### config.mk
export PLATFORM = sky130hd
export DESIGN_NAME = pkt_ram
export DESIGN_NICKNAME = d
export VERILOG_FILES = /design/src/design/pkt_ram.sv
export SDC_FILE = /design/constraint.sdc
export NUM_CORES = 1
export LEC_CHECK = 0
export BUFFER_PORTS_ARGS = -buffer_cell sky130_fd_sc_hd__buf_2
export CORE_MARGIN = 2
export CORE_UTILIZATION = 68
export CTS_BUF_LIST = sky130_fd_sc_hd__clkbuf_4 sky130_fd_sc_hd__clkbuf_8
export DETAILED_ROUTE_END_ITERATION = 16
export PLACE_DENSITY = 0.95
export REMOVE_ABC_BUFFERS = 1
export SLEW_MARGIN = 15
export SYNTH_ARGS = -nofsm -noshare
export SYNTH_HDL_FRONTEND = slang
export SYNTH_SLANG_ARGS = --single-unit
### constraint.sdc
create_clock -name clk -period 5.5 [get_ports clk]
set_clock_uncertainty 0.2 [all_clocks]
set_input_delay 0.55 -clock clk [delete_from_list [all_inputs] [get_ports clk]]
set_output_delay 0.55 -clock clk [all_outputs]
set_load 0.03 [all_outputs]
### src/design/pkt_ram.sv
// Generic single-port-write, single-port-read RAM with registered read data.
// Stand-alone; no package needed.
module pkt_ram #(
  parameter int WIDTH = 8,
  parameter int DEPTH = 16
) (
  input  logic                     clk,
  input  logic                     we,
  input  logic [$clog2(DEPTH)-1:0] waddr,
  input  logic [WIDTH-1:0]         wdata,
  input  logic [$clog2(DEPTH)-1:0] raddr,
  output logic [WIDTH-1:0]         rdata
);

  logic [WIDTH-1:0] mem [DEPTH];

  // write, then register the read
  always_ff @(posedge clk) begin
    if (we) mem[waddr] <= wdata;
    rdata <= mem[raddr];
  end

endmodule

**Yosys cells after proc, flatten, opt, wreduce, memory -nomap -nowiden**

Memories as Yosys holds them, arrays and structs flattened. A register that Yosys moved wholly into a read port is not among the register bits.
Cells that the tools add are included.

- Multiplexer cells: 2

Operators by type and width:

| operator | number |
|---|---|
| 2-to-1 mux 1 bit | 2 |

- Register bits: 0
- Bits in writable memories: 128
- Bits of input ports: 18
- Output and inout bits: 8
- Word-level logic and storage cells: 3
- Memories: 1

Memories:

| memory | depth | width | read ports | clocked after memory_dff | wr ports | line | source |
|---|---|---|---|---|---|---|---|
| mem | 16 | 8 | 1 | 1 | 1 | 15 | `logic [WIDTH-1:0] mem [DEPTH];` |

**Depth between registers and ports, before layout**

Gate-level depths: netlist (run 1).

- Word-level depth: 2
- Depth in mapped cells: 5
- Gate-level depth less buffers: 3

**Worst setup path after synthesis (run 1)**

No wires, ideal clock.

- Path kind: in2reg
- From: input waddr[2]
- To: memory mem[0][0] (enable)
- Setup time: 0.383 ns
- Data arrival time: 1.660 ns
- Required time: 4.917 ns
- Setup slack: 3.257 ns
- Cell stages on the path: 2
- Buffers on the path: 0
- Cells stage by stage: or3b_2 -> nor3_1

RTL lines:

| item | line | source |
|---|---|---|
| start, declared | 9 | `input logic [$clog2(DEPTH)-1:0] waddr,` |
| end, declared | 15 |  |

No word-level cell before the write port.

==> results of run 1 <==
==> critical path, cell delays in order <==
cell	delay (ns)
buf_2	0.75
mux4_1	0.71
a22oi_1	0.25
nand2_1	0.10
==> cell usage after synthesis <==
cell type / instances / area share
edfxtp_1: 128 / 0.75
nor2b_1: 1 / 0.0012
mux4_2: 18 / 0.079
and2_1: 1 / 0.0012
nand3b_1: 2 / 0.0029
a22oi_1: 16 / 0.023
and2b_1: 1 / 0.0015
mux4_1: 14 / 0.071
buf_4: 1 / 0.0015
buf_2: 3 / 0.0029
nand3_1: 1 / 0.00097
clkdlybuf4s25_2: 3 / 0.0058
nor3_1: 4 / 0.0039
dfxtp_1: 8 / 0.031
or3b_2: 1 / 0.0017
nand2b_1: 2 / 0.0024
buf_6: 3 / 0.0066
nand2_1: 9 / 0.0066
nor2_1: 13 / 0.0095
==> power breakdown <==
group	internal [mW]	switching, mW	total (mW)
clock	0.410	0.381	0.791
sequential	1.16	0.00789	1.17
combinational	0.0417	0.0707	0.112
==> area by class of cell <==
cell class	count	area (um^2)	area share
sequential	136	4000	0.699
multi-input combinational	83	1060	0.185
clock buffer	18	241	0.0422
clock inverter	14	149	0.0260
timing repair buffer	28	148	0.0258
tap	99	124	0.0216
==> worst max-delay path by stage <==
stage,startpoint,end,slack [ns],depth (start not counted)
floorplan,waddr[2],mem[0][0],3.26,2
global placement,waddr[2],mem[0][3],2.72,3
detailed placement,raddr[0],rdata[0],2.73,4
CTS,raddr[0],rdata[0],3.19,4
global route,raddr[0],rdata[0],3.12,4
finish,raddr[0],rdata[0],3.21,4
==> metrics by stage <==
step	cell area, um^2	std cells
3_5_place_dp	5340	346
3_3_place_gp	5330	346
4_1_cts	5730	378
5_1_grt	5730	378
2_1_floorplan	5060	219
6_report	5730	378
==> registers in the layout, indices dropped and copies added, names as in the netlist <==
signal and count:
mem 128, rdata 8
==> metal layers <==
metal | up-vias | track usage | routed length, um
met1 | 1287 | 0.359 | 3880
li1 | 1046 | - | -
met5 | - | 0 | 0
met3 | 16 | 0.0680 | 553
met4 | 0 | 0.0947 | 176
met2 | 100 | 0.386 | 4710
==> kinds of logic (layout without fill, tap and decap cells) <==
group | count (synthesis) | count (layout) | share of synthesized area
AO/OA/AOI/OAI | 16 | 16 | 0.0233
multiplexers | 32 | 32 | 0.150
buffers and inverters | 10 | 60 | 0.0168
AND/OR/NAND/NOR | 35 | 35 | 0.0318
flip-flops | 136 | 136 | 0.778
==> flow_summary.json, run 1 <==
{
  "status": "finished clean",
  "criticalPathCategory": "input port to flip-flop",
  "timing.final.ws_setup_ns": 3.21,
  "cts_resized": 0,
  "cts_sinks": 136,
  "layout_common_cells": "edfxtp_1, buf_2, mux4_2, clkbuf_8, a22oi_1",
  "finalWirelength_mm": 9.33,
  "core_mm2": 0.00729,
  "initial_core_util": 0.706,
  "ir_drop_uv": 239,
  "max_slew_margin": 0.324,
  "io_pins": 26,
  "die_area_mm2": 0.00828,
  "worstReg2RegEnd": "rdata[7]",
  "drive_gt1_frac": 0.287,
  "cts_root_buffer": "clkbuf_8",
  "cellPowerDensity_mw_per_mm2": 361,
  "cts_hold_buf": 0,
  "maxCapViolations": 0,
  "min_period_ns": 2.29,
  "antenna_found_initial": 0,
  "grt-ovfl-total": 0,
  "numPortBuffers": 25,
  "cts_inserted_buffers": 17,
  "routed_via_density": 6.48,
  "tightest_slew_ns": 1.01,
  "holdPathEnd": "mem[14][6]",
  "grt_first_pass_wirelength_mm": 14.6,
  "layout_worst_path_cycle_share": 0.415,
  "r2r_start": "mem[7][7]",
  "area_growth_pct": 11.3,
  "worst-r2r-setup-slack_ns": 3.88,
  "fin_hold_ws_ns": 0.304,
  "rows": 31,
  "drt_iter0_markers": 231,
  "n_antenna_cell": 0,
  "setup_viol": 0,
  "cts_setup_buffers": 0,
  "hold_viol_final": 0,
  "drc": 0,
  "cellLeakagePower_nw": 1.90,
  "synth-seq-area-share": 0.778,
  "yosys_warnings": 0,
  "final_common_cell": "edfxtp_1",
  "synthCells": 229,
  "utilization": 0.786,
  "crit_required_ns": 5.61,
  "grt_pass1_vias": 2523,
  "cts_tree": "done",
  "ant_nets": 0,
  "vias": 2449,
  "hp-class": "input port to flip-flop",
  "place_congestion": 0.738,
  "fillers": 387,
  "p_total_mw": 2.07,
  "hpwl_mm": 5.84,
  "grt_max_degree": 33,
  "end_kind": "flip-flop",
  "syn_area_mm2": 0.00515,
  "synth_seq_cells": 136,
  "syn_avg_cell_area_um2": 22.5,
  "drv_slew": 0,
  "wl_per_cell_um": 24.7,
  "clk_latency_ns": 0.43,
  "clk_pin_slew_worst_paths_ns": 0.08,
  "dieWidth_um": 91.0,
  "htree_levels": 4,
  "fin_setup_tns_ns": 0,
  "max_freq_mhz": 438,
  "cts_buffer_depth": 2,
  "die_y_um": 91.0,
  "startpoint_type": "input port",
  "crit_fanout": 32,
  "grtUsageTotal": 0.252,
  "cp_data_arrival_time_ns": 2.40,
  "min_delay_path_depth": 1,
  "worstHoldStart": "wdata[6]",
  "synth_cell_type_count": 19,
  "r2r_cells": 3,
  "final_nets": 284,
  "dp_worst_setup_slack_ns": 2.73,
  "rsz0062_at_grt": "false",
  "drtPass1Iterations": 5
}
(Power assumes the default switching activity.)
==> run 2: changes to the inputs <==
ABC_AREA = 1   (was default)
CORE_UTILIZATION = 57   (was 68)
PLACE_DENSITY = 0.86   (was 0.95)
clock period = 2.05 ns   (was 5.5 ns; I/O delays follow)
==> run 2 against run 1 <==
Final area grew 15%. Worst setup slack lost 2.6 ns. Count of clock-buffer cells in the layout unchanged. Cell count rose by 97%. Die area increased by 32%. Combinational power grew to 3.8 times the previous value. Sequential share of layout area fell by 9.4 points. Non-clock buffer count is 26 higher. Register-to-register slack got worse by 3.1 ns. Critical endpoint is now rdata[5].
==> flow_summary.json, run 2 <==
{
  "syn_area_mm2": 0.00577,
  "htree_levels": 4,
  "cts_sinks": 136,
  "crit_cells": 1,
  "synth_area_leaders": "edfxtp_1, nand2_1, nand3_1",
  "max_slew_margin": 0.497,
  "cts_resized": 0,
  "cellPowerDensity_mw_per_mm2": 907,
  "crit_fanout": 1,
  "rsz0062_at_grt": "false",
  "drc": 0,
  "slowest_delay_ns": 0.36,
  "largest-register": "mem",
  "r2r_start": "mem[5][4]",
  "initial_core_util": 0.587,
  "synthArstFlopShare": 0,
  "layout_common_cells": "nand2_1, edfxtp_1, inv_1, nand3_1, buf_2",
  "p_total_mw": 6.00,
  "r2r_cells": 6,
  "numPortBuffers": 25,
  "hold_viol_final": 0,
  "routed-wl-met3_mm": 1.17,
  "vias": 3969,
  "dieWidth_um": 105,
  "area_growth_pct": 14.7,
  "largest_reg_flops": 128,
  "cts_buffer_depth": 2,
  "die_area_mm2": 0.0109,
  "clk_latency_ns": 0.44,
  "yosysTopAreaCellShare": 0.667,
  "min_delay_path_depth": 5,
  "final_common_cell": "nand2_1",
  "hpwl_mm": 8.12,
  "syn_avg_cell_area_um2": 10.5,
  "yosys-top-cells-count": "nand2_1, edfxtp_1, inv_1, nand3_1, nor2_1",
  "die_y_um": 105,
  "ys.flop_type": "edfxtp_1",
  "ir_drop_uv": 402,
  "grt-ovfl-total": 0,
  "drv_slew": 0,
  "status": "finished clean",
  "cts_tree": "done",
  "path_cells": "buf_2",
  "tightest_slew_ns": 0.752,
  "worst-r2r-setup-slack_ns": 0.79,
  "cellLeakagePower_nw": 2.89,
  "startpoint_type": "flip-flop",
  "drtPass1Iterations": 6,
  "yosys.area.top_type": "edfxtp_1",
  "synth-seq-area-share": 0.694,
  "worstReg2RegEnd": "rdata[4]",
  "rows": 36,
  "final_nets": 618,
  "drt-met1-wl_mm": 5.15,
  "cts_root_buffer": "clkbuf_8",
  "synth_seq_cells": 136,
  "end_kind": "output pin",
  "utilization": 0.674,
  "min_period_ns": 1.42,
  "cts_inserted_buffers": 17,
  "wl_per_cell_um": 17.4,
  "synth_edf_count": 128,
  "hp-class": "input port to flip-flop",
  "grt_pass1_vias": 3802,
  "finalWirelength_mm": 13.0,
  "crit_family": "flip-flops",
  "crit_required_ns": 1.64,
  "n_antenna_cell": 0,
  "synth_cell_type_count": 12,
  "reg_top3": "mem (128), rdata (8)",
  "drive_gt1_frac": 0.124,
  "yosys_warnings": 0,
  "routed_via_density": 5.33,
  "place_congestion": 0.804,
  "grt_max_degree": 65,
  "holdPathEnd": "rdata[5]",
  "drt_iter0_markers": 451,
  "wl_met2_mm": 6.36,
  "worstHoldStart": "raddr[2]",
  "layout_worst_path_cycle_share": 0.694,
  "cp_num_buf_inv": 1,
  "io_pins": 26,
  "antenna_found_initial": 0,
  "top_layer": "met4",
  "cp_data_arrival_time_ns": 1.02,
  "ant_nets": 0,
  "cts_setup_buffers": 0,
  "synthCells": 551,
  "core_mm2": 0.00982,
  "criticalPathCategory": "flip-flop to output pin",
  "cp_slowest_cell": "dfxtp_1",
  "maxCapViolations": 0,
  "grt_first_pass_wirelength_mm": 20.4,
  "fin_setup_tns_ns": 0,
  "max_freq_mhz": 703,
  "grtUsageTotal": 0.247,
  "clk_pin_slew_worst_paths_ns": 0.07,
  "setup_viol": 0,
  "yosysMostFrequentCell": "nand2_1"
}
==> run 2: kinds of logic (layout without fill, tap and decap cells) <==
group / after synthesis / count (layout) / synth area share
flip-flops: 136 / 136 / 0.694
AND/OR/NAND/NOR: 289 / 289 / 0.210
buffers and inverters: 126 / 187 / 0.0952
==> run 2: worst max-delay path by stage <==
stage,from,end
after CTS,rdata[5],rdata[5]
after floorplan,raddr[0],rdata[2]
after global routing,rdata[2],rdata[2]
after global placement,waddr[2],mem[3][2]
final,rdata[5],rdata[5]
after detailed placement,waddr[2],mem[3][5]
==> run 2: worst register-to-register path, delay by kind of cell, from the launching register on <==
kind | cells | cell delay, ns
buf+inv | 1 | 0.06
flops | 1 | 0.38
simple gates | 5 | 0.51
==> run 2: what timing repair did <==
| action | 4_1_cts | 5_1_grt |
|---|---|---|
| hold endpoints to repair | 93 | 0 |
| setup endpoints to repair | 0 | 0 |
| hold buffers | 9 | 0 |
==> run 2: final cells by class <==
| type | count | area, um^2 |
|---|---|---|
| sequential | 136 | 4000 |
| fill | 703 | 3200 |
| multi-input combinational | 289 | 1210 |
| timing repair buffer | 54 | 403 |
| inverter | 102 | 383 |
| clock buffer | 18 | 241 |
| clock inverter | 13 | 204 |
| tap | 133 | 166 |
==> run 2: report_power, final <==
part           leakage (nW)  internal, mW  switching, mW
sequential             1.22          3.11         0.0196
combinational          1.45         0.127          0.304
clock                 0.217          1.45          0.996
==> run 2: through the flow <==
| stage | instances | setup slack (ns) | instance area [um^2] | hold WS [ns] |
|---|---|---|---|---|
| 2_1_floorplan | 527 | 0.665 | 5600 | 0.104 |
| 3_5_place_dp | 705 | 0.373 | 6080 | 0.376 |
| 6_report | 745 | 0.627 | 6620 | 0.130 |
| 4_1_cts | 745 | 0.642 | 6620 | 0.117 |
| 5_1_grt | 745 | 0.638 | 6620 | 0.163 |
| 3_3_place_gp | 705 | 0.459 | 6080 | 0.368 |
==> run 2: routing by layer <==
layer  vias to the layer above  global-route usage
met5                         -                   0
met4                         0              0.0981
met3                        29              0.0443
met2                       238               0.388
met1                      1835               0.347
li1                       1867                   -
==> run 3: changes to the inputs <==
ABC_AREA = 0   (was 1)
CORE_UTILIZATION = 63   (was 57)
PLACE_DENSITY = 0.9   (was 0.86)
clock period = 1.4 ns   (was 2.05 ns; I/O delays follow)
==> run 3 against run 2 <==
Cell count is 45% lower. Largest power group unchanged. Die area shrank 19%. Flip-flop and latch count unchanged. Register-to-register slack lost 0.88 ns. Routed wire length is 27% lower. The flow now finishes with violations (negative setup slack). Total power grew 39%. Highest routed layer unchanged.
==> flow_summary.json, run 3 (synthesis gave the netlist of run 1 again) <==
{
  "finalWirelength_mm": 9.55,
  "area_growth_pct": 17.0,
  "drt_iter0_markers": 227,
  "cp_num_buf_inv": 0,
  "ff_latch_area_mm2": 0.00400,
  "vias": 2506,
  "placed_cells": 370,
  "clk_pin_slew_worst_paths_ns": 0.07,
  "min_delay_path_depth": 4,
  "hpwl_mm": 6.21,
  "internal_power_mw": 6.53,
  "drive_gt1_frac": 0.390,
  "slowest_delay_ns": 0.49,
  "hold_viol_final": 0,
  "place_congestion": 0.748,
  "clk_latency_ns": 0.41,
  "grtUsageTotal": 0.241,
  "cts_inserted_buffers": 17,
  "rows": 32,
  "end_kind": "flip-flop",
  "net-switching-power_mw": 1.81,
  "die_y_um": 94.4,
  "path_cells": "mux4_2, a22oi_2, nand2_1",
  "crit_required_ns": 1.49,
  "ant_nets": 0,
  "largest-register": "mem",
  "routed-wl-met3_um": 624,
  "top_layer": "met4",
  "fillers": 416,
  "timing.final.ws_setup_ns": -0.0911,
  "cts_sinks": 136,
  "cp_data_arrival_time_ns": 1.58,
  "final_common_cell": "edfxtp_1",
  "r2r_cells": 3,
  "power_frac_seq": 0.549,
  "cellLeakagePower_nw": 2.02,
  "n_antenna_cell": 0,
  "drc": 0,
  "startpoint_type": "flip-flop",
  "rsz0062_at_grt": "true",
  "maxCapViolations": 0,
  "grt_max_degree": 23,
  "worstHoldStart": "raddr[0]",
  "min_period_ns": 1.49,
  "cellPowerDensity_mw_per_mm2": 1390,
  "cp_slowest_cell": "mux4_2",
  "cts_root_buffer": "clkbuf_8",
  "drt-met1-wl_mm": 3.92,
  "final_nets": 313,
  "cts_tree": "done",
  "holdPathEnd": "rdata[2]",
  "multi_input_area_mm2": 0.00106,
  "layout_common_cells": "edfxtp_1, mux4_2, buf_2, buf_4, clkbuf_8",
  "criticalPathCategory": "flip-flop to flip-flop",
  "die_area_mm2": 0.00891,
  "max_slew_margin": 0.432,
  "grt-ovfl-total": 0,
  "numPortBuffers": 25,
  "wl_per_cell_um": 23.3,
  "dp_worst_setup_slack_ns": -0.353,
  "cts_buffer_depth": 2,
  "layout_worst_path_cycle_share": 1.07,
  "grt_first_pass_wirelength_mm": 14.6,
  "status": "finished with violations",
  "core_mm2": 0.00781,
  "initial_core_util": 0.659,
  "tightest_slew_ns": 0.849,
  "hp-class": "input port to flip-flop",
  "htree_levels": 4,
  "max_freq_mhz": 671,
  "p_comb_frac": 0.062,
  "drtPass1Iterations": 4,
  "reg_top3": "mem (128), rdata (8)",
  "crit_fanout": 1,
  "violations": "negative setup slack",
  "p_sw_frac": 0.217,
  "worst-r2r-setup-slack_ns": -0.09,
  "p_total_mw": 8.34,
  "crit_family": "multiplexers",
  "finalNonFillerCells": 410,
  "antenna_found_initial": 0,
  "wl_met2_mm": 4.89,
  "grt_pass1_vias": 2632,
  "clkPwrFrac": 0.389,
  "ir_drop_uv": 805,
  "worstReg2RegEnd": "rdata[1]",
  "io_pins": 26,
  "largest_reg_flops": 128,
  "dieWidth_um": 94.4,
  "r2r_start": "mem[10][1]",
  "setup_viol": 8,
  "fin_setup_tns_ns": -0.405,
  "drv_slew": 0,
  "utilization": 0.771,
  "routed_via_density": 6.11
}
-- run 3: power by group through the flow --
stage / Combinational [mW] / Sequential (mW) / Clock, mW
floorplan: 0.182 / 4.71 / 0
global placement: 0.463 / 4.66 / 0
detailed placement: 0.484 / 4.67 / 0
CTS: 0.520 / 4.58 / 3.29
global route: 0.559 / 4.58 / 3.46
finish: 0.520 / 4.58 / 3.25
-- run 3: layout make-up --
type                            count  share of cell area
Clock buffer                       17              0.0388
Clock inverter                     15              0.0295
Multi-Input combinational cell     83               0.176
Sequential cell                   136               0.665
Tap cell                          102              0.0212
Timing Repair Buffer               57              0.0702
-- run 3: repair_timing --
item,4_1_cts,5_1_grt
resized for setup,16,5
hold endpoints to repair,128,0
hold buffers,8,0
buffers inserted,0,0
setup endpoints to repair,8,8
pin swaps,8,2
-- run 3: through the flow --
| stage | hold WS [ns] | cell area (um^2) |
|---|---|---|
| 3_5_place_dp | 0.323 | 5530 |
| 3_3_place_gp | 0.318 | 5530 |
| 6_report | 0.0686 | 6020 |
| 2_1_floorplan | 0.0389 | 5060 |
| 4_1_cts | 0.0527 | 6020 |
| 5_1_grt | 0.0513 | 6020 |
-- run 3: worst register-to-register path: stages (launching register included) --
cell and delay (ns):
edfxtp_1 0.40, mux4_2 0.49, a22oi_2 0.20, nand2_1 0.09
-- run 3: worst max-delay path by stage --
| stage | from | slack (ns) | to | depth (start not counted) |
|---|---|---|---|---|
| after global placement | raddr[0] | -0.32 | rdata[0] | 5 |
| after floorplan | waddr[2] | -0.43 | mem[0][0] | 2 |
| after global routing | mem[10][1] | -0.13 | rdata[1] | 3 |
| after detailed placement | raddr[0] | -0.35 | rdata[1] | 5 |
| after CTS | mem[10][1] | -0.09 | rdata[1] | 3 |
| final | mem[10][1] | -0.09 | rdata[1] | 3 |
-- run 3: layer usage --
metal,GRT usage,up-vias
met5,0,-
met4,0.0761,0
met3,0.0495,13
met2,0.389,105
met1,0.342,1293
li1,-,1095
